### src/rtl/sem_pkg.sv
`timescale 1ns / 1ps
`default_nettype none

package sem_pkg;

    localparam int PIX_W       = 8;
    localparam int COL_OUT_W   = 11;
    localparam int ROW_W       = 12;
    localparam int CFG_DATA_W  = 12;
    localparam int CFG_IDX_W   = 1;
    localparam int OFIFO_DEPTH = 8;
    localparam int OFIFO_AW    = $clog2(OFIFO_DEPTH);
    localparam int GRAD_W      = 11;
    localparam int MAG_W       = 11;

    localparam logic [CFG_IDX_W-1:0]  REG_IMAGE_WIDTH  = 1'd0;
    localparam logic [CFG_IDX_W-1:0]  REG_IMAGE_HEIGHT = 1'd1;
    localparam logic [CFG_DATA_W-1:0] RESET_WIDTH      = 12'd640;
    localparam logic [CFG_DATA_W-1:0] RESET_HEIGHT     = 12'd480;
    localparam logic [CFG_DATA_W-1:0] MIN_SIZE         = 12'd3;
    localparam logic [PIX_W-1:0]      EDGE_MAX         = 8'd255;

    typedef struct packed {
        logic                 emit;
        logic                 border;
        logic                 last;
        logic [COL_OUT_W-1:0] col;
        logic [ROW_W-1:0]     row;
    } t_tag;

    typedef struct packed {
        logic [PIX_W-1:0]     edge_value;
        logic [COL_OUT_W-1:0] out_col;
        logic [ROW_W-1:0]     out_row;
        logic                 frame_done;
    } t_result;

endpackage

`default_nettype wire

### src/rtl/sem_ofifo.sv
`timescale 1ns / 1ps
`default_nettype none

module sem_ofifo (
    input  wire logic                       i_clk,
    input  wire logic                       i_rst_n,
    input  wire logic                       i_push,
    input  wire sem_pkg::t_result           i_data,
    input  wire logic                       i_pop,
    output logic                            o_valid,
    output sem_pkg::t_result                o_data,
    output logic [sem_pkg::OFIFO_AW:0]      o_count
);

    import sem_pkg::*;

    t_result               r_mem [OFIFO_DEPTH];
    logic [OFIFO_AW-1:0]   r_wptr;
    logic [OFIFO_AW-1:0]   r_rptr;
    logic [OFIFO_AW:0]     r_count;
    logic                  pop_ok;

    assign pop_ok = i_pop && (r_count != '0);

    always_ff @(posedge i_clk) begin
        if (i_push) begin
            r_mem[r_wptr] <= i_data;
        end
    end

    always_ff @(posedge i_clk) begin
        if (!i_rst_n) begin
            r_wptr  <= '0;
            r_rptr  <= '0;
            r_count <= '0;
        end else begin
            if (i_push) begin
                r_wptr <= r_wptr + 1'b1;
            end
            if (pop_ok) begin
                r_rptr <= r_rptr + 1'b1;
            end
            r_count <= r_count + (OFIFO_AW + 1)'(i_push) - (OFIFO_AW + 1)'(pop_ok);
        end
    end

    assign o_valid = (r_count != '0);
    assign o_data  = r_mem[r_rptr];
    assign o_count = r_count;

    a_no_overflow: assert property (@(posedge i_clk) disable iff (!i_rst_n)
        i_push |-> (r_count < (OFIFO_AW + 1)'(OFIFO_DEPTH)))
        else $error("output queue written while full");

endmodule

`default_nettype wire

### config.mk
export PLATFORM = sky130hd
export DESIGN_NAME = sem_ofifo
export DESIGN_NICKNAME = d
export VERILOG_FILES = /design/src/rtl/sem_pkg.sv /design/src/rtl/sem_ofifo.sv
export SDC_FILE = /design/constraint.sdc
export NUM_CORES = 1
export LEC_CHECK = 0
export BUFFER_PORTS_ARGS = -buffer_cell sky130_fd_sc_hd__buf_2
export CORE_ASPECT_RATIO = 0.75
export CORE_MARGIN = 4
export CORE_UTILIZATION = 40
export CTS_BUF_LIST = sky130_fd_sc_hd__clkbuf_16
export DETAILED_ROUTE_END_ITERATION = 10
export SETUP_SLACK_MARGIN = 0.02
export SLEW_MARGIN = 25
export SYNTH_ARGS = -nofsm -noshare
export SYNTH_HDL_FRONTEND = slang
export SYNTH_SLANG_ARGS = --single-unit
### constraint.sdc
create_clock -name i_clk -period 4.05 [get_ports i_clk]
set_input_delay 0.2025 -clock i_clk [delete_from_list [all_inputs] [get_ports i_clk]]
set_output_delay 0.2025 -clock i_clk [all_outputs]
set_load 0.02 [all_outputs]
; Word level (Yosys, flattened, before mapping)
; Memories as Yosys holds them, arrays and structs flattened. A register that Yosys moved wholly into a read port is not among the register bits.
; Index checks and enable logic that the tools add are counted.
[classes]
n_mux = 4
reduce_logical = 2
add_sub_neg = 4
[op_table]
columns = op, count
row1 = $add A3 B1 Y3 const B, 2
row2 = $mux W3, 2
row3 = $add A4 B1 Y4, 1
row4 = $reduce_bool A4 Y1, 1
row5 = $sub A4 B1 Y4, 1
row6 = $mux W1, 2
row7 = $logic_and A1 B1 Y1, 1
[word_totals]
mem_count = 1
input_bits = 36
reg_bits = 10
mem_bits_rw = 256
wordCells = 14
[memory_table]
columns = name, depth, width, read_ports, rd_ports_with_merged_regs, write_ports, line
row1 = r_mem, 8, 32, 1, 1, 1, sem_ofifo.sv:17  ; t_result r_mem [OFIFO_DEPTH];

; Depth between registers and ports, before layout
; Gate-level depths: netlist of the first run.
[depth]
ltp_word = 4
depth_mapped = 10
mapped_depth_nobuf = 10

; Worst setup path after synthesis of the first run
; No wires, ideal clock.
[synth_path]
kind = flip-flop to flip-flop
start = register r_wptr[2]
end = memory r_mem[0][0] (netlist name), enable pin
setup_slack_ns = 0.888
period_less_slack_ns = 3.162
stages_incl_launch_ff = 3
arrival_ns = 2.701
required_time_ns = 3.589
setup_time_ns = 0.461
path_buffers = 0
path_cell_list = dfxtp_1 > nand2b_1 > nor3_1
[synth_lines]
columns = item, line
row1 = "start, declared", sem_ofifo.sv:18  ; logic [OFIFO_AW-1:0] r_wptr;
row2 = "start signal, assigned", sem_ofifo.sv:38  ; r_wptr <= r_wptr + 1'b1;
row3 = "end, declared", sem_ofifo.sv:17
; Straight into the memory's write port.

==> reports/results.tsv, run 1 <==
stage	metric	value	unit
grt	vias in the first global route	5189	
grt	antenna violations before repair	1	
die	Initial Util	0.412	
finish	share of cells above drive strength 1	0.326	
power	peak supply drop	0.390	mV
setup_path	CP required	3.85	ns
cts	CTS root buf	clkbuf_16	
cts	CTS max path bufs	3	
cts	H-tree depth	1	
timing	Hold Fails Final Rpt	0	
timing	min Tclk post-route	2.95	ns
yosys	Yosys Warn Count	0	
die	Die W	195	µm
setup_path	Worst EP arrival	2.75	ns
yosys	Avg Inst Size Synth	23.6	µm²
grt	grt ovf	0	
yosys	asr flop ratio synth	0	
placement	dpl cells	847	
setup_path	r2r setup slk	1.74	ns
finish	final core occ	0.489	
setup_path	r2r startpoint	o_count[2]	
min_path	hold path startpoint	i_pop	
setup_path	reg2reg path depth	9	
yosys	most common cell in the netlist	edfxtp_1	
min_path	hold path cells	3	
setup_path	CP max stage delay	0.84	ns
yosys	cell taking the most area after synthesis	edfxtp_1	
cts	CTS Sinks	269	
timing	RSZ-0062 raised after global routing	no	
timing	# setup viols final	0	
setup_path	crit-path max FO	41	
timing	final setup skew	0.0149	ns
timing	setup TNS	0	ns
placement	final RePlAce weighted congestion	0.708	
drt	final wirelength	19800	µm
min_path	Worst Hold Class	input pin to flop	
power	PD cells	531	nW/µm²
die	full die area	28800	µm²
die	io pins	73	
cts	clk slew on worst S/H paths	0.06	ns
cts	total CTS buffers	26	
placement	Port Buffer Count	72	
setup_path	Setup crit end kind	output port	
timing	final worst slack	1.10	ns
yosys	Synth area leaders	edfxtp_1 (74%), mux4_1 (10%), mux4_2 (5.2%), mux2_2 (3.5%), dfxtp_1 (2.5%)	
die	core area	25300	µm²
yosys	Post-synth EDFFs	256	
yosys	synth cell count leaders	edfxtp_1 (256), mux4_1 (40), mux2_2 (32)	
setup_path	delay-heaviest family, CP	multiplexers	
setup_path	Setup CP Type	flop to output port	
cts	TritonCTS clock tree	done	
grt	first-pass GRT wire length	31100	µm
drt	Via-to-Cell Ratio	5.15	
yosys	Post-Syn Nets	485	
drt	wire length per cell	21.5	µm
finish	Non-Filler Instances	924	
timing	relative slew slack	0.455	
timing	final worst-path cycle share	0.728	
grt	gr usage total	0.139	
yosys	register area share after synthesis	0.762	
timing	Slew Limit Fails	0	
drt	First-pass DRT Iterations	4	
grt	largest net degree at the start of global routing	42	
placement	dpl ws	1.58	ns
timing	Worst Tran Pin Value	0.816	ns
yosys	Synth cell types	26	
yosys	Top FF cell, synth	edfxtp_1	
setup_path	Reg-to-Reg End	o_count[1]	
yosys	Yosys reg bits	269	
drt	number of DRC markers in iteration 0	288	
drt	vias	4757	
finish	synth-to-layout area growth	18.8	%
status	outcome	finished clean	
power	P_leak	4.13	nW
yosys	post-synth top area share	0.737	
die	die height	148	µm
setup_path	Slowest-stage cell, CP	dfxtp_4	
setup_path	Cell Chain, Critical Path	buf_12 > mux4_1 > mux2_2 > buf_2	
setup_path	startpoint types	flop	
yosys	Gate Count Post-Synth	442	
setup_path	Bufs and invs on worst path	2	
drt	Post-route DRC	0	
cts	later-pin clock latency in the skew report	0.52	ns
finish	nets@finish	612	
die	row cnt	50	
drt	Post-DRT Antenna Nets	0	
placement	Detailed Place HPWL	11500	µm
job	max cap viols	0	
timing	Max Clk Rate	339	MHz
finish	fill count	2054	
yosys	cell area after synthesis	10400	µm²
==> registers in the layout, indices dropped and copies added, names as in the netlist, named ones only <==
signal,flops
r_wptr,3
o_count,4
r_mem,256
r_rptr,3
==> cell type report <==
type / instances / area, µm² / area share
diodes: 1 / 2.50 / 0.000202
clock buffers: 27 / 676 / 0.0545
clock inverters: 17 / 128 / 0.0103
inverters: 4 / 15.0 / 0.00121
multi-input cells: 150 / 2400 / 0.193
flip-flops and latches: 269 / 7950 / 0.642
well taps: 338 / 423 / 0.0341
repair buffers: 118 / 798 / 0.0644
==> worst register-to-register path, stage by stage (launching register included) <==
cell and delay [ns]:
dfxtp_1 0.31, inv_1 0.07, ha_1 0.16, or3b_2 0.49, nand2_1 0.26, mux2i_1 0.12, ha_1 0.22, inv_1 0.08
fa_1 0.42, nor2b_1 0.12
==> kinds of logic (layout without fill, tap and decap cells) <==
family | after synthesis | in the layout | synth area share
xor+xnor | 3 | 3 | 0.00252
flops | 269 | 269 | 0.762
simple gates | 33 | 33 | 0.0158
compound gates | 2 | 2 | 0.00120
mux | 105 | 105 | 0.196
other cells | 0 | 1 | 0
buf+inv | 23 | 166 | 0.0140
fa+ha+maj | 7 | 7 | 0.00911
==> how the worst max path moves through the flow <==
stage	slack (ns)	cells past startpoint	startpoint	end
final	1.10	4	flop	o_data[8]
after global routing	0.95	4	flop	o_data[3]
after CTS	1.02	4	flop	o_data[8]
after detailed placement	1.58	4	flop	o_data[8]
after global placement	1.60	4	flop	o_data[8]
after floorplan	0.89	2	r_wptr[2]	r_mem[0][0]
==> metal layers <==
layer  GRT usage  routed length [µm]  up-vias
met2       0.234                9830       78
li1            -                   -     2135
met5           0                   0        -
met3      0.0257                 741       33
met4      0.0316                 388        0
met1       0.191                8880     2511
==> cells in the final DEF, fill, tap and decap left out, types with 9 or more instances in the layout <==
cell type / synthesis / final
edfxtp_1: 256 / 256
buf_2: 6 / 72
mux4_1: 40 / 40
mux2_2: 32 / 32
dlygate4sd3_1: 0 / 32
clkbuf_16: 0 / 27
mux4_2: 24 / 24
buf_4: 0 / 13
dfxtp_1: 13 / 10
inv_1: 4 / 9
nand2_1: 9 / 9
mux2i_1: 9 / 9
==> repair_timing <==
action / 4_1_cts / 5_1_grt
endpoints found under the hold margin: 256 / 0
hold buffers: 32 / 0
resized for setup: 0 / 0
setup buffers: 0 / 0
==> through the flow <==
step | hold slack (ns) | instance area (µm²) | total power (W)
6_report | 0.0293 | 12400 | 0.00658
5_1_grt | 0.0212 | 12400 | 0.00687
4_1_cts | 0.00801 | 12400 | 0.00668
3_5_place_dp | 0.472 | 11300 | 0.00436
3_3_place_gp | 0.458 | 11300 | 0.00433
2_1_floorplan | 0.301 | 10400 | 0.00402
==> report_power, final <==
part | switching (W) | internal, W
Combinational | 0.000535 | 0.000513
Sequential | 0.000102 | 0.00314
Clock | 0.000964 | 0.00132
Total | 0.00160 | 0.00498
Note: power is estimated with default switching activity, not from simulation.
==> run 2: changes to the inputs <==
Settings changed: ABC_AREA set to 1.
Clock period 4.05 ns to 2.55 ns, I/O delays scaled along.
==> reports/results.tsv, run 2 <==
stage	metric	value	unit
finish	Largest register FFs	256	
timing	# setup viols final	0	
drt	Via-to-Cell Ratio	4.47	
cts	clk slew on worst S/H paths	0.06	ns
cts	postcts setup bufs	0	
finish	synth-to-layout area growth	18.0	%
timing	setup TNS	0	ns
die	die height	157	µm
cts	TritonCTS clock tree	done	
drt	Post-route DRC	0	
power	P_leak	6.39	nW
power	peak supply drop	0.793	mV
die	core area	29100	µm²
min_path	hold path cells	2	
setup_path	startpoint types	flop	
setup_path	Setup crit end kind	output port	
cts	post-cts sizing count	0	
drt	First-pass DRT Iterations	5	
timing	Max Clk Rate	436	MHz
status	outcome	finished clean	
grt	grt ovf	0	
setup_path	reg2reg path depth	9	
cts	total CTS buffers	28	
yosys	synth cell count leaders	nand2_1 (431), inv_1 (272), edfxtp_1 (256)	
finish	most frequent cells in the layout	nand2_1 (431), inv_1 (276), edfxtp_1 (256)	
yosys	most common cell in the netlist	nand2_1	
timing	RSZ-0062 raised after global routing	no	
cts	CTS Sinks	269	
job	max cap viols	0	
timing	final setup skew	0.0129	ns
finish	most flop-heavy register	r_mem	
die	Die W	206	µm
die	full die area	32300	µm²
grt	vias in the first global route	7552	
yosys	Yosys Warn Count	0	
yosys	Synth cell types	17	
yosys	Yosys reg bits	269	
cts	CTS max path bufs	3	
timing	Worst Tran Pin Value	0.736	ns
yosys	asr flop ratio synth	0	
cts	later-pin clock latency in the skew report	0.54	ns
setup_path	CP required	2.42	ns
finish	commonest non-fill, non-tap cell in the layout	nand2_1	
grt	busiest grt layer	met2	
drt	wire length per cell	14.6	µm
yosys	register area share after synthesis	0.675	
drt	number of DRC markers in iteration 0	407	
placement	final RePlAce weighted congestion	0.725	
yosys	post-synth top area share	0.653	
timing	min Tclk post-route	2.29	ns
grt	gr usage total	0.157	
drt	Post-DRT Antenna Nets	0	
timing	final worst-path cycle share	0.900	
finish	# diodes	0	
cts	CTS root buf	clkbuf_16	
power	PD cells	851	nW/µm²
yosys	cell taking the most area after synthesis	edfxtp_1	
setup_path	Setup CP Type	flop to output port	
grt	antenna violations before repair	0	
grt	first-pass GRT wire length	40400	µm
yosys	Post-synth EDFFs	256	
cts	H-tree depth	1	
timing	final worst slack	0.256	ns
drt	final wirelength	25200	µm
min_path	Worst Hold Class	input pin to flop	
finish	nets@finish	1353	
yosys	Post-Syn Nets	1238	
grt	M1 GR Usage	0.217	
die	row cnt	54	
placement	Detailed Place HPWL	14600	µm
timing	Hold Fails Final Rpt	0	
setup_path	Worst EP arrival	2.17	ns
drt	vias	7688	
timing	relative slew slack	0.508	
die	io pins	73	
yosys	Gate Count Post-Synth	1195	
placement	dpl ws	0.479	ns
grt	largest net degree at the start of global routing	129	
die	Initial Util	0.405	
setup_path	crit-path max FO	52	
yosys	Top FF cell, synth	edfxtp_1	
yosys	Synth area leaders	edfxtp_1 (65%), nand2_1 (14%), inv_1 (8.7%), nand3_1 (5.7%), dfxtp_1 (2.2%)	
grt	M3 GR Usage	0.0255	
timing	Slew Limit Fails	0	
placement	Port Buffer Count	72	
finish	share of cells above drive strength 1	0.111	
grt	GR Util met2	0.266	
yosys	Avg Inst Size Synth	9.86	µm²
yosys	cell area after synthesis	11800	µm²
-- run 2: metrics by stage --
stage               cells  total power [W]  hold WS, ns   util  cell area, µm²
floorplan            1195          0.00719        0.226      -           11800
global placement     1636          0.00807        0.407  0.437           12700
detailed placement   1636          0.00810        0.412  0.437           12700
CTS                  1721           0.0120        0.363  0.479           13900
global route         1721           0.0125        0.398  0.479           13900
finish               1721           0.0118        0.401  0.479           13900
-- run 2: final timing paths --
check / from / slack (ns) / end
worst max-delay path: flop / 0.26 / o_data[19]
worst min-delay path: i_data[10] / 0.40 / r_mem[0][10]
worst max register to register: o_count[2] / 0.47 / o_count[0]
worst min register to register: r_rptr[2] / 0.50 / flop
-- run 2: worst max-delay path, stage by stage (launching register included) --
cell and delay, ns:
dfxtp_4 0.36, inv_4 0.35, buf_12 0.31, nand2_1 0.09, nand3_1 0.07, nand2_1 0.06, nand2_1 0.05, nand2_1 0.12
buf_2 0.19
-- run 2: kinds of logic (layout without fill, tap and decap cells) --
kind of cell	count (synthesis)	after routing	share of synthesized area
simple gates	584	584	0.201
flops	269	269	0.675
buf+inv	323	457	0.111
fa+ha+maj	7	7	0.00807
compound gates	12	12	0.00510
-- run 2: what timing repair did --
item / 4_1_cts / 5_1_grt
endpoints found under the setup margin: 0 / 0
hold endpoints to repair: 269 / 0
hold buffers: 36 / 0
-- run 2: final cells by class --
type | instances | area [µm²]
clock buffers | 29 | 726
repair buffers | 134 | 991
clock inverters | 20 | 133
fillers | 2734 | 15100
flip-flops and latches | 269 | 7950
multi-input cells | 603 | 2580
well taps | 392 | 490
inverters | 274 | 1030
-- run 2: layer usage --
layer	up-vias	wire length, µm
met1	3578	11800
met2	137	11900
met4	0	425
met3	38	1060
met5	-	0
li1	3935	-
-- run 2: where the power goes --
group	switching, W	internal (W)
sequential	0.0000820	0.00499
combinational	0.00200	0.000934
clock	0.00160	0.00223
