===== src/rtl/sem_pkg.sv =====
`timescale 1ns / 1ps
`default_nettype none

package sem_pkg;

    localparam int PIX_W       = 8;
    localparam int COL_OUT_W   = 11;
    localparam int ROW_W       = 12;
    localparam int CFG_DATA_W  = 12;
    localparam int CFG_IDX_W   = 1;
    localparam int OFIFO_DEPTH = 8;
    localparam int OFIFO_AW    = $clog2(OFIFO_DEPTH);
    localparam int GRAD_W      = 11;
    localparam int MAG_W       = 11;

    localparam logic [CFG_IDX_W-1:0]  REG_IMAGE_WIDTH  = 1'd0;
    localparam logic [CFG_IDX_W-1:0]  REG_IMAGE_HEIGHT = 1'd1;
    localparam logic [CFG_DATA_W-1:0] RESET_WIDTH      = 12'd640;
    localparam logic [CFG_DATA_W-1:0] RESET_HEIGHT     = 12'd480;
    localparam logic [CFG_DATA_W-1:0] MIN_SIZE         = 12'd3;
    localparam logic [PIX_W-1:0]      EDGE_MAX         = 8'd255;

    typedef struct packed {
        logic                 emit;
        logic                 border;
        logic                 last;
        logic [COL_OUT_W-1:0] col;
        logic [ROW_W-1:0]     row;
    } t_tag;

    typedef struct packed {
        logic [PIX_W-1:0]     edge_value;
        logic [COL_OUT_W-1:0] out_col;
        logic [ROW_W-1:0]     out_row;
        logic                 frame_done;
    } t_result;

endpackage

`default_nettype wire


===== src/rtl/sem_kernel.sv =====
`timescale 1ns / 1ps
`default_nettype none

module sem_kernel (
    input  wire logic                   i_clk,
    input  wire logic                   i_rst_n,
    input  wire logic                   i_valid,
    input  wire sem_pkg::t_tag          i_tag,
    input  wire logic [sem_pkg::PIX_W-1:0] i_pixel,
    input  wire logic [sem_pkg::PIX_W-1:0] i_upper,
    input  wire logic [sem_pkg::PIX_W-1:0] i_middle,
    output logic                        o_push,
    output sem_pkg::t_result            o_result,
    output logic [1:0]                  o_pend
);

    import sem_pkg::*;

    logic [PIX_W-1:0]         r_win [3][3];
    logic                     r_v2;
    t_tag                     r_tag2;
    logic                     r_v3;
    t_tag                     r_tag3;
    logic signed [GRAD_W-1:0] r_gx;
    logic signed [GRAD_W-1:0] r_gy;

    logic [GRAD_W-1:0]        gx_pos;
    logic [GRAD_W-1:0]        gx_neg;
    logic [GRAD_W-1:0]        gy_pos;
    logic [GRAD_W-1:0]        gy_neg;
    logic signed [GRAD_W-1:0] n_gx;
    logic signed [GRAD_W-1:0] n_gy;
    logic [MAG_W-1:0]         abs_gx;
    logic [MAG_W-1:0]         abs_gy;
    logic [MAG_W-1:0]         mag;
    logic [PIX_W-1:0]         edge_val;

    always_ff @(posedge i_clk) begin
        if (i_valid) begin
            for (int i = 0; i < 3; i++) begin
                r_win[i][0] <= r_win[i][1];
                r_win[i][1] <= r_win[i][2];
            end
            r_win[0][2] <= i_upper;
            r_win[1][2] <= i_middle;
            r_win[2][2] <= i_pixel;
        end
    end

    always_comb begin
        gx_pos = GRAD_W'(r_win[0][2]) + (GRAD_W'(r_win[1][2]) << 1) + GRAD_W'(r_win[2][2]);
        gx_neg = GRAD_W'(r_win[0][0]) + (GRAD_W'(r_win[1][0]) << 1) + GRAD_W'(r_win[2][0]);
        gy_pos = GRAD_W'(r_win[2][0]) + (GRAD_W'(r_win[2][1]) << 1) + GRAD_W'(r_win[2][2]);
        gy_neg = GRAD_W'(r_win[0][0]) + (GRAD_W'(r_win[0][1]) << 1) + GRAD_W'(r_win[0][2]);
        n_gx   = signed'(gx_pos - gx_neg);
        n_gy   = signed'(gy_pos - gy_neg);
    end

    always_ff @(posedge i_clk) begin
        if (!i_rst_n) begin
            r_v2 <= 1'b0;
            r_v3 <= 1'b0;
        end else begin
            r_v2 <= i_valid;
            r_v3 <= r_v2;
        end
    end

    always_ff @(posedge i_clk) begin
        r_tag2 <= i_tag;
        r_tag3 <= r_tag2;
        r_gx   <= n_gx;
        r_gy   <= n_gy;
    end

    always_comb begin
        abs_gx = r_gx[GRAD_W-1] ? MAG_W'(-r_gx) : MAG_W'(r_gx);
        abs_gy = r_gy[GRAD_W-1] ? MAG_W'(-r_gy) : MAG_W'(r_gy);
        mag    = abs_gx + abs_gy;
        if (r_tag3.border) begin
            edge_val = '0;
        end else if (mag > MAG_W'(EDGE_MAX)) begin
            edge_val = EDGE_MAX;
        end else begin
            edge_val = mag[PIX_W-1:0];
        end
    end

    assign o_push              = r_v3 && r_tag3.emit;
    assign o_result.edge_value = edge_val;
    assign o_result.out_col    = r_tag3.col;
    assign o_result.out_row    = r_tag3.row;
    assign o_result.frame_done = r_tag3.last;
    assign o_pend              = 2'(r_v2 && r_tag2.emit) + 2'(r_v3 && r_tag3.emit);

endmodule

`default_nettype wire


===== config.mk =====
export PLATFORM = sky130hd
export DESIGN_NAME = sem_kernel
export DESIGN_NICKNAME = d
export VERILOG_FILES = /design/src/rtl/sem_pkg.sv /design/src/rtl/sem_kernel.sv
export SDC_FILE = /design/constraint.sdc
export NUM_CORES = 1
export LEC_CHECK = 0
export BUFFER_PORTS_ARGS = -buffer_cell sky130_fd_sc_hd__buf_4
export CAP_MARGIN = 20
export CORE_MARGIN = 5
export CORE_UTILIZATION = 23
export CTS_BUF_LIST = sky130_fd_sc_hd__clkbuf_8
export DETAILED_ROUTE_END_ITERATION = 8
export GPL_ROUTABILITY_DRIVEN = 0
export SETUP_SLACK_MARGIN = 0.1
export SLEW_MARGIN = 10
export SYNTH_ARGS = -nofsm -noshare
export SYNTH_HDL_FRONTEND = slang
export SYNTH_SLANG_ARGS = --single-unit

===== constraint.sdc =====
create_clock -name i_clk -period 8.6 [get_ports i_clk]
set_clock_uncertainty 0.15 [all_clocks]
set_input_delay 0.43 -clock i_clk [delete_from_list [all_inputs] [get_ports i_clk]]
set_output_delay 0.43 -clock i_clk [all_outputs]
set_load 0.05 [all_outputs]

* Word level (Yosys, flattened, before mapping)
Memory sizes are Yosys's and may differ from the RTL's.
Cells that the tools add are included.
** Cells by class
- $add $sub $neg :: 14
- $lt $le $gt $ge :: 1
- Multiplexer cells :: 6
- Reductions and logical operators :: 2
** Operator list (number)
- $add 10x8->11 :: 4
- $add 8x9->10 :: 4
- $mux 11 :: 2
- $neg 11->11 :: 2
- $sub 11x11->11 :: 2
- $mux 8 :: 2
- $add 11x11->11 :: 1
- $gt 11x8->1 const B :: 1
- $add 1x1->2 :: 1
- $logic_and 1x1->1 :: 2
- $mux 1 :: 2
** Storage, ports and cells
- Bits in registers :: 76
- Bits in writable memories :: 72
- Output and inout port bits :: 35
- Memories kept :: 1
** Memory list
- r_win :: depth 3, bits a word 24, read ports 3, clocked after memory_dff 0, wr ports 3, RTL line sem_kernel.sv:19 : logic [PIX_W-1:0] r_win [3][3];

* Logic depth before layout (Yosys ltp)
Gate-level depths: netlist (run 1).
- Word-level depth :: 6
- Gate-level depth with buffers :: 15

* Worst setup path after synthesis (run 1)
No wires, ideal clock.
- Path type :: register to output
- Start :: register r_gy[4]
- End :: output port o_result[26] in the netlist's numbering
- Arrival time :: 3.211 ns
- Path slack :: 4.809 ns
- Cell stages (with the launch flop) :: 13
- Buffers on the path :: 0
- Cell sequence :: dfxtp_1 > nor4_1 > or2b_1 > nand2_1 > xnor2_1 > ha_1 > a21oi_1 > o21ai_1 > a31o_1 > a21oi_2 > xnor2_1 > nor2_4 > a21oi_1
** RTL lines
- from (decl) :: RTL line sem_kernel.sv:25 : logic signed [GRAD_W-1:0] r_gy;
- from (signal assigned) :: RTL line sem_kernel.sv:73 : r_gy <= n_gy;
- to (decl) :: RTL line sem_kernel.sv:13 : output sem_pkg::t_result o_result,

==> results.toml, run 1 <==
[worst_setup_path]
crit_end = "o_result[28]"
cp_cell_sequence = "nor4_1, or2b_1, nand2_1, xnor2_1, ha_1, a21oi_1, o21ai_1, a31o_1, a21oi_2, xnor2_1, nor2_4, a21oi_1, buf_4"
cp-start-kind = "flop"
required_ns = 8.02
worstReg2RegEnd = "r_gy[10]"
worst_setup_path_end_kind = "output port"
r2r_start = "r_win[0][9]"
r2r_slack_ns = 4.88
crit_fanout = 8
slowest_delay_ns = 0.42
crit_type = "flop to output port"
cpMaxStageDelayCell = "nor4_1"
cp_data_arrival_time_ns = 3.60
reg2regPathDepth = 12
crit_start = "r_gy[6]"

[clock_tree]
postCtsSetupBuffers = 0
cts_root_buf = "clkbuf_8"
h-tree-depth = 4
cts.clk_slew.worst_paths_ns = 0.10
cts_resized = 0
clock_sinks = 148
cts_buffers = 17
clock_path_buffers = 2
tritoncts = "yes"
clk_latency_ns = 0.46

[layout]
multi_input_area_um2 = 2750
stdcell_area_um2 = 8830
regArea_um2 = 3680
nets = 800
antenna_cells = 0
syn_to_final_growth_pct = 26.9
fin_cells = 1050
fin_util_pct = 29.7
final_layout_size_suffix_gt1_share_pct = 19.4
n_fill_cell = 3041

[die]
num_io_pins = 88
die_w_um = 184
rows = 63
die-area_um2 = 33800
initial_utilization_pct = 23.4
die_h_um = 184
placeableCoreArea_um2 = 29800

[route]
drt_iter0_drc = 107
vias = 3813
drt-total-wl_um = 12000
drc = 0
vias_per_cell = 3.63
wire_per_inst_um = 11.5
drt-pass1-iter-count = 4
antenna_left = 0

[power_and_ir_drop]
leakage_nw = 3.76
totalPowerFinal_mw = 3.27
p_per_area_nw_per_um2 = 370
vdd_drop_max_uv = 170

[yosys]
synth.distinct_cells = 41
syn_nets = 670
synth-edff-count = 72
synthCells = 517
ys_warn_count = 0
synth_compound_area_share_pct = 6.47
synth.most_common_cell = "inv_1"
synth-simple-area-share_pct = 3.51
ys_seq_area_share_pct = 52.9
synth_commonest_cells = "inv_1 (89), dfxtp_1 (76), edfxtp_1 (72), fa_1 (63), ha_1 (37)"
synth_area_leaders = "edfxtp_1 (31%), dfxtp_1 (22%), fa_1 (18%)"
async_flop_share_pct = 0
synth_largest_area_cell = "edfxtp_1"
synth-xor-area-share_pct = 4.78
avgSynthCellArea_um2 = 13.5
synth_top_family_by_area = "adder cells"
synth_ff_type = "dfxtp_1"
synth_area_um2 = 6960
synthAdderAreaFrac_pct = 24.8
synth_seq_cells = 148
synth.area.mux_share_pct = 0
synth_top_area_share_pct = 31.1

[run]
maxCapViolCount = 0

[grt]
gr-total-overflow = 0
antenna_found_initial = 0
grt_pass1_wl_um = 20200
grt_pass1_vias = 4103
grt_usage_pct = 7.52
grt_max_degree = 74

[placement]
dp_hpwl_um = 9190
dp_cells = 967
portBuffers = 87
postPlaceCellArea_um2 = 7910

[sta]
relSlewSlack_pct = 39.7
tns_ns = 0
hold_viol = 0
finalCritPeriodShare_pct = 48.6
timing.fmax_mhz = 239
slew_violations = 0
tightestPinTransition_ns = 0.905
fin_crit_ns = 4.18
setup_violations = 0
rsz0062_at_grt = "no"

[status]
outcome = "finished clean"

[hold_path]
hold_class = "flop to flop"
registers in the layout (all words and copies together) (netlist names):
signal	flops
r_win	72
r_tag2	26
o_result	24
r_gx	11
r_gy	11
r_tag3	2
r_v2	1
r_v3	1
what timing repair did:
item | CTS | global route
setup endpoints to repair | 0 | 0
hold endpoints to repair | 52 | 0
hold buffers | 51 | 0
routing by layer:
metal  track usage [%]  wire, um
met1              10.1      5780
met2              11.3      5370
met3              2.83       757
met4              2.31       116
met5                 0         0
critical path: cells and delay by family, from the launching register on:
| kind | cells | cell delay, ns |
|---|---|---|
| flip-flops | 1 | 0.34 |
| AND/OR/NAND/NOR | 4 | 0.91 |
| adder cells (fa/ha/maj) | 1 | 0.32 |
| buffers and inverters | 1 | 0.23 |
| AO/OA/AOI/OAI | 5 | 1.03 |
| XOR/XNOR | 2 | 0.32 |
cell families (layout without fill, tap and decap cells):
kind of cell	count (synthesis)	count (layout)
buffers and inverters	116	259
adders and majority gates	100	100
DFF	148	148
xor gates and xnor gates	38	38
and+or+nand+nor	45	45
AOI/OAI and AO/OA	70	70
worst min-delay path by stage:
stage	startpoint	to	slack, ns	cells past startpoint
global placement	r_tag2[18]	o_result[19]	0.16	0
detailed placement	r_tag2[13]	o_result[14]	0.16	0
global route	r_tag2[8]	o_result[9]	0.18	0
floorplan	r_tag2[23]	o_result[0]	0.16	0
CTS	r_tag2[5]	o_result[6]	0.18	0
finish	r_tag2[8]	o_result[9]	0.18	0
stage by stage:
step	worst slack [ns]	hold WS, ns
2_1_floorplan	4.81	0.160
3_3_place_gp	4.90	0.160
3_5_place_dp	4.84	0.162
4_1_cts	4.38	0.184
5_1_grt	4.14	0.180
6_report	4.42	0.184
report_power, final:
group | switching [mW] | leakage, nW | internal (mW)
sequential | 0.0853 | 1.35 | 0.851
clock | 0.317 | 0.204 | 0.223
combinational | 1.02 | 2.21 | 0.779
cell type report:
cell class	instances	share of cell area, %
inverters	89	3.78
clock inverters	15	2.04
repair buffers	138	13.2
multi-input cells	253	31.1
clock buffers	17	2.65
flip-flops and latches	148	41.7
well taps	390	5.52
placed cells by master, fill, tap and decap left out, types with 2 or more instances in the layout:
cell and n:
nand2_1 17, ha_1 37, inv_1 89, or3_1 2
clkbuf_8 17, o21ai_0 9, dfxtp_1 76, clkinv_4 2
xor2_1 9, fa_1 63, buf_4 87, o31ai_1 5
edfxtp_1 72, or2b_1 2, inv_8 5, a211oi_1 2
a21oi_1 26, and2_1 5, nand2b_1 3, nor2_1 6
o21bai_1 5, a21o_1 9, xnor2_1 29, a21oi_2 4
o211ai_1 2, dlygate4sd3_1 51, clkinv_8 5, inv_6 2
o21ai_1 2
Note: power is estimated with default switching activity, not from simulation.
==> run 2, diff against run 1 <==
==> constraint.sdc (replaced) <==
create_clock -name i_clk -period 3.9 [get_ports i_clk]
set_clock_uncertainty 0.15 [all_clocks]
set_input_delay 0.195 -clock i_clk [delete_from_list [all_inputs] [get_ports i_clk]]
set_output_delay 0.195 -clock i_clk [all_outputs]
set_load 0.05 [all_outputs]
==> results.toml, run 2 (synthesis gave the netlist of run 1 again) <==
[worst_setup_path]
reg2regPathDepth = 12
required_ns = 3.56
crit_fanout = 8
worst_setup_path_end_kind = "output port"
worstReg2RegEnd = "r_gx[10]"
crit_type = "flop to output port"
r2r_slack_ns = 0.32
cp-start-kind = "flop"
r2r_start = "r_win[0][66]"
cp_data_arrival_time_ns = 3.42

[die]
num_io_pins = 88
initial_utilization_pct = 23.4
die-area_um2 = 33800
die_w_um = 184
die_h_um = 184
placeableCoreArea_um2 = 29800
rows = 63

[route]
drt-total-wl_um = 12500
wire_per_inst_um = 11.8
drt_iter0_drc = 107
vias = 3944
drc = 0
drt-pass1-iter-count = 4
antenna_left = 0
vias_per_cell = 3.72

[layout]
fin_cells = 1061
stdcell_area_um2 = 9110
nets = 811
final_cell_mix = "inv_1 (89), buf_4 (89), dfxtp_1 (72), edfxtp_1 (72), fa_1 (59)"
final_layout_size_suffix_gt1_share_pct = 24.9
fin_util_pct = 30.6
largest_register = "r_win"
syn_to_final_growth_pct = 30.9
largest_reg_flops = 72
antenna_cells = 0
n_fill_cell = 3022

[power_and_ir_drop]
vdd_drop_max_uv = 678
p_sw_mw = 3.50
pwr-share-clk_pct = 15.0
leakage_nw = 3.86
power.internal_mw = 4.47
seq_power_share_pct = 26.2
combPwrFrac_pct = 58.7
swShare_pct = 43.9
p_per_area_nw_per_um2 = 874

[clock_tree]
cts_root_buf = "clkbuf_8"
clock_path_buffers = 2
clock_sinks = 148
cts.clk_slew.worst_paths_ns = 0.09
h-tree-depth = 4
clk_latency_ns = 0.45
cts_buffers = 17
tritoncts = "yes"

[grt]
grt_pass1_wl_um = 20600
grt_usage_pct = 7.64
grt_max_degree = 74
gr-total-overflow = 0
antenna_found_initial = 0
grt_pass1_vias = 4150

[sta]
fin_crit_ns = 3.77
hold_viol = 0
timing.fmax_mhz = 265
relSlewSlack_pct = 38.2
setup_violations = 0
tns_ns = 0
slew_violations = 0
tightestPinTransition_ns = 0.926
finalCritPeriodShare_pct = 96.6
rsz0062_at_grt = "yes"
finalWorstSetupSlack_ns = 0.133

[status]
outcome = "finished clean"

[hold_path]
hold_start = "r_tag2[8]"
whs_endpoint = "o_result[9]"
hold_class = "flop to flop"
holdPathStages = 0

[placement]
portBuffers = 87
dp_cells = 967
dp_hpwl_um = 9160
postPlaceCellArea_um2 = 7910
place_ws_ns = 0.149

[run]
maxCapViolCount = 0
run 2: cell count changes in the layout (fill, tap and decap cells not counted), moves of 2 or more:
| cell | change |
|---|---|
| a21oi_1 | -11 |
| a21oi_2 | +7 |
| a21oi_4 | +4 |
| buf_4 | +2 |
| buf_6 | +8 |
| dfxtp_1 | -4 |
| dfxtp_2 | +4 |
| fa_1 | -4 |
| fa_2 | +4 |
| inv_6 | -2 |
| inv_8 | +3 |
| o21ai_0 | -4 |
| o21ai_1 | +2 |
| o21ai_2 | +2 |
run 2: per-stage QoR:
stage / total power, mW / hold slack, ns
floorplan: 5.21 / 0.0727
global placement: 6.01 / 0.149
detailed placement: 6.06 / 0.150
CTS: 7.48 / 0.173
global route: 8.67 / 0.179
finish: 7.96 / 0.183
run 2: critical path, cell delays in order, from the launching register on:
cell and delay, ns:
dfxtp_1 0.32, or3_4 0.40, or2b_1 0.24, nand2_1 0.08, xnor2_1 0.14, ha_1 0.30, a21oi_2 0.21, o211ai_2 0.18
a31o_1 0.25, a21oi_2 0.18, xnor2_2 0.15, nor2_4 0.06, buf_12 0.15, a21oi_4 0.15, buf_6 0.18
run 2: timing repair:
item	4_1_cts	5_1_grt
resized for setup	9	37
endpoints found under the setup margin	8	14
setup buffers	2	9
hold buffers	51	0
pin swaps	7	20
cloned	0	0
hold endpoints to repair	52	0
run 2: final cells by class:
cell class / instances / area (um^2) / share of cell area (%)
Tap cell: 390 / 488 / 5.36
Timing Repair Buffer: 149 / 1290 / 14.1
Clock inverter: 15 / 179 / 1.96
Clock buffer: 17 / 234 / 2.57
Multi-Input combinational cell: 253 / 2900 / 31.8
Sequential cell: 148 / 3690 / 40.5
Inverter: 89 / 334 / 3.67
run 2: routing by layer:
layer	wire length, um	part of all wire, %	GRT usage, %
met5	0	0	0
met4	137	1.1	2.16
met2	5640	45	11.7
met3	836	6.7	3.01
met1	5860	47	10.1
run 2: how the worst max path moves through the flow:
| stage | depth (start not counted) | startpoint | slack, ns | endpoint |
|---|---|---|---|---|
| 3_5_place_dp | 13 | r_win[0][66] | 0.15 | r_gx[9] |
| 5_1_grt | 15 | r_gy[1] | -0.05 | o_result[27] |
| 4_1_cts | 13 | r_gy[0] | 0.11 | o_result[28] |
| 2_1_floorplan | 12 | r_gy[4] | 0.34 | o_result[26] |
| 6_report | 14 | r_gy[1] | 0.13 | o_result[25] |
| 3_3_place_gp | 15 | r_win[0][1] | 0.20 | r_gx[9] |
run 2: power by group through the flow:
stage	logic [mW]	registers, mW	clock network [mW]
2_1_floorplan	3.18	2.02	0
3_3_place_gp	3.91	2.09	0
3_5_place_dp	3.96	2.10	0
4_1_cts	4.15	2.07	1.26
5_1_grt	5.22	2.12	1.33
6_report	4.68	2.09	1.20
==> run 3, diff against run 2 <==
--- a/config.mk
+++ b/config.mk
@@ -5,7 +5,7 @@
 export SDC_FILE = /design/constraint.sdc
 export NUM_CORES = 1
 export LEC_CHECK = 0
-export BUFFER_PORTS_ARGS = -buffer_cell sky130_fd_sc_hd__buf_4
+export BUFFER_PORTS_ARGS = -buffer_cell sky130_fd_sc_hd__buf_2
 export CAP_MARGIN = 20
 export CORE_MARGIN = 5
 export CORE_UTILIZATION = 23
==> results.toml, run 3 (synthesis gave the netlist of run 1 again) <==
[die]
placeableCoreArea_um2 = 29800
initial_utilization_pct = 23.4
die_w_um = 184
rows = 63
die_h_um = 184
die-area_um2 = 33800
num_io_pins = 88

[route]
drc = 0
vias = 3956
drt-total-wl_um = 13000
drt_iter0_drc = 105
vias_per_cell = 3.71
antenna_left = 0
drt-pass1-iter-count = 4
wire_per_inst_um = 12.2

[sta]
finalCritPeriodShare_pct = 96.3
timing.fmax_mhz = 266
fin_crit_ns = 3.75
hold_viol = 0
tightestPinTransition_ns = 0.941
relSlewSlack_pct = 37.3
rsz0062_at_grt = "yes"
tns_ns = 0
setup_violations = 0
slew_violations = 0

[layout]
fin_util_pct = 30.3
syn_to_final_growth_pct = 29.7
antenna_cells = 0
mostFrequentLayoutCell = "inv_1"
stdcell_area_um2 = 9030
final_cell_mix = "inv_1 (88), buf_2 (78), dfxtp_1 (72), edfxtp_1 (72), fa_1 (60)"
largest_register = "r_win"
final_layout_size_suffix_gt1_share_pct = 27.2
largest_reg_flops = 72
nets = 816

[grt]
grt_max_degree = 74
grt_usage_pct = 7.94
grt_pass1_vias = 4269
antenna_found_initial = 0
gr-total-overflow = 0
grt_pass1_wl_um = 21500

[status]
outcome = "finished clean"

[worst_setup_path]
crit_fanout = 8
cp_data_arrival_time_ns = 3.41
required_ns = 3.56
worst_setup_path_end_kind = "output port"
cp-start-kind = "flop"
r2r_slack_ns = 0.28
crit_type = "flop to output port"

[placement]
dp_hpwl_um = 9190
postPlaceCellArea_um2 = 7690
portBuffers = 87

[clock_tree]
tritoncts = "yes"
cts_buffers = 17
clock_sinks = 148
clk_latency_ns = 0.45
clock_path_buffers = 2
cts_root_buf = "clkbuf_8"
cts.clk_slew.worst_paths_ns = 0.10
h-tree-depth = 4

[run]
maxCapViolCount = 0

[hold_path]
hold_class = "flop to flop"
[run 3: changes by cell type in the layout (fill, tap and decap cells not counted), moves of 4 or more]
cell and delta:
inv_6 +5, o21ai_0 -4, buf_4 -74, buf_2 +78, a21oi_4 +5, clkinv_8 -4
[run 3: area by class of cell]
type	instances	area, um^2
Fill cell	3035	20800
Clock buffer	17	234
Clock inverter	15	160
Sequential cell	148	3690
Multi-Input combinational cell	253	2990
Tap cell	390	488
Timing Repair Buffer	154	1130
Inverter	89	334
[run 3: critical path, stage by stage (launching register included)]
cell,delay (ns)
dfxtp_2,0.33
or3_4,0.40
or2b_1,0.26
nand2_2,0.09
xnor2_2,0.14
ha_4,0.25
a21oi_4,0.19
o211ai_4,0.13
buf_6,0.13
a31o_1,0.18
a21oi_2,0.18
xnor2_2,0.15
nor2_4,0.05
buf_12,0.16
a21oi_4,0.13
buf_6,0.18
[run 3: path summary, 6_finish.rpt]
| path | startpoint | endpoint | cells after the start |
|---|---|---|---|
| hold reg to reg | r_tag2[6] | o_result[7] | 0 |
| hold / removal | r_tag2[6] | o_result[7] | 0 |
| setup / recovery | r_gy[1] | o_result[30] | 15 |
| setup reg to reg | r_win[0][2] | r_gy[9] | 13 |
[run 3: metal layers]
metal	routed length [um]	track usage, %
met5	0	0
met2	5930	12.0
met4	145	2.31
met3	730	2.91
met1	6150	10.7
[run 3: through the flow]
step / instances / hold slack (ns) / worst slack [ns]
after floorplan: 517 / 0.0727 / 0.344
after global placement: 967 / 0.147 / 0.203
after detailed placement: 967 / 0.149 / 0.113
after CTS: 1054 / 0.175 / 0.0859
after global routing: 1066 / 0.180 / -0.0216
final: 1066 / 0.176 / 0.146
[run 3: repair_timing]
action,in CTS,in global routing
pin swaps,10,36
gates resized for setup,28,49
setup buffers,4,12
endpoints found under the hold margin,52,0
endpoints found under the setup margin,9,14
hold buffers,51,0
Power of run 3 is left out: the tool's default activity adds up to more than one toggle a clock period on the data nets, which glitch-free logic cannot reach.
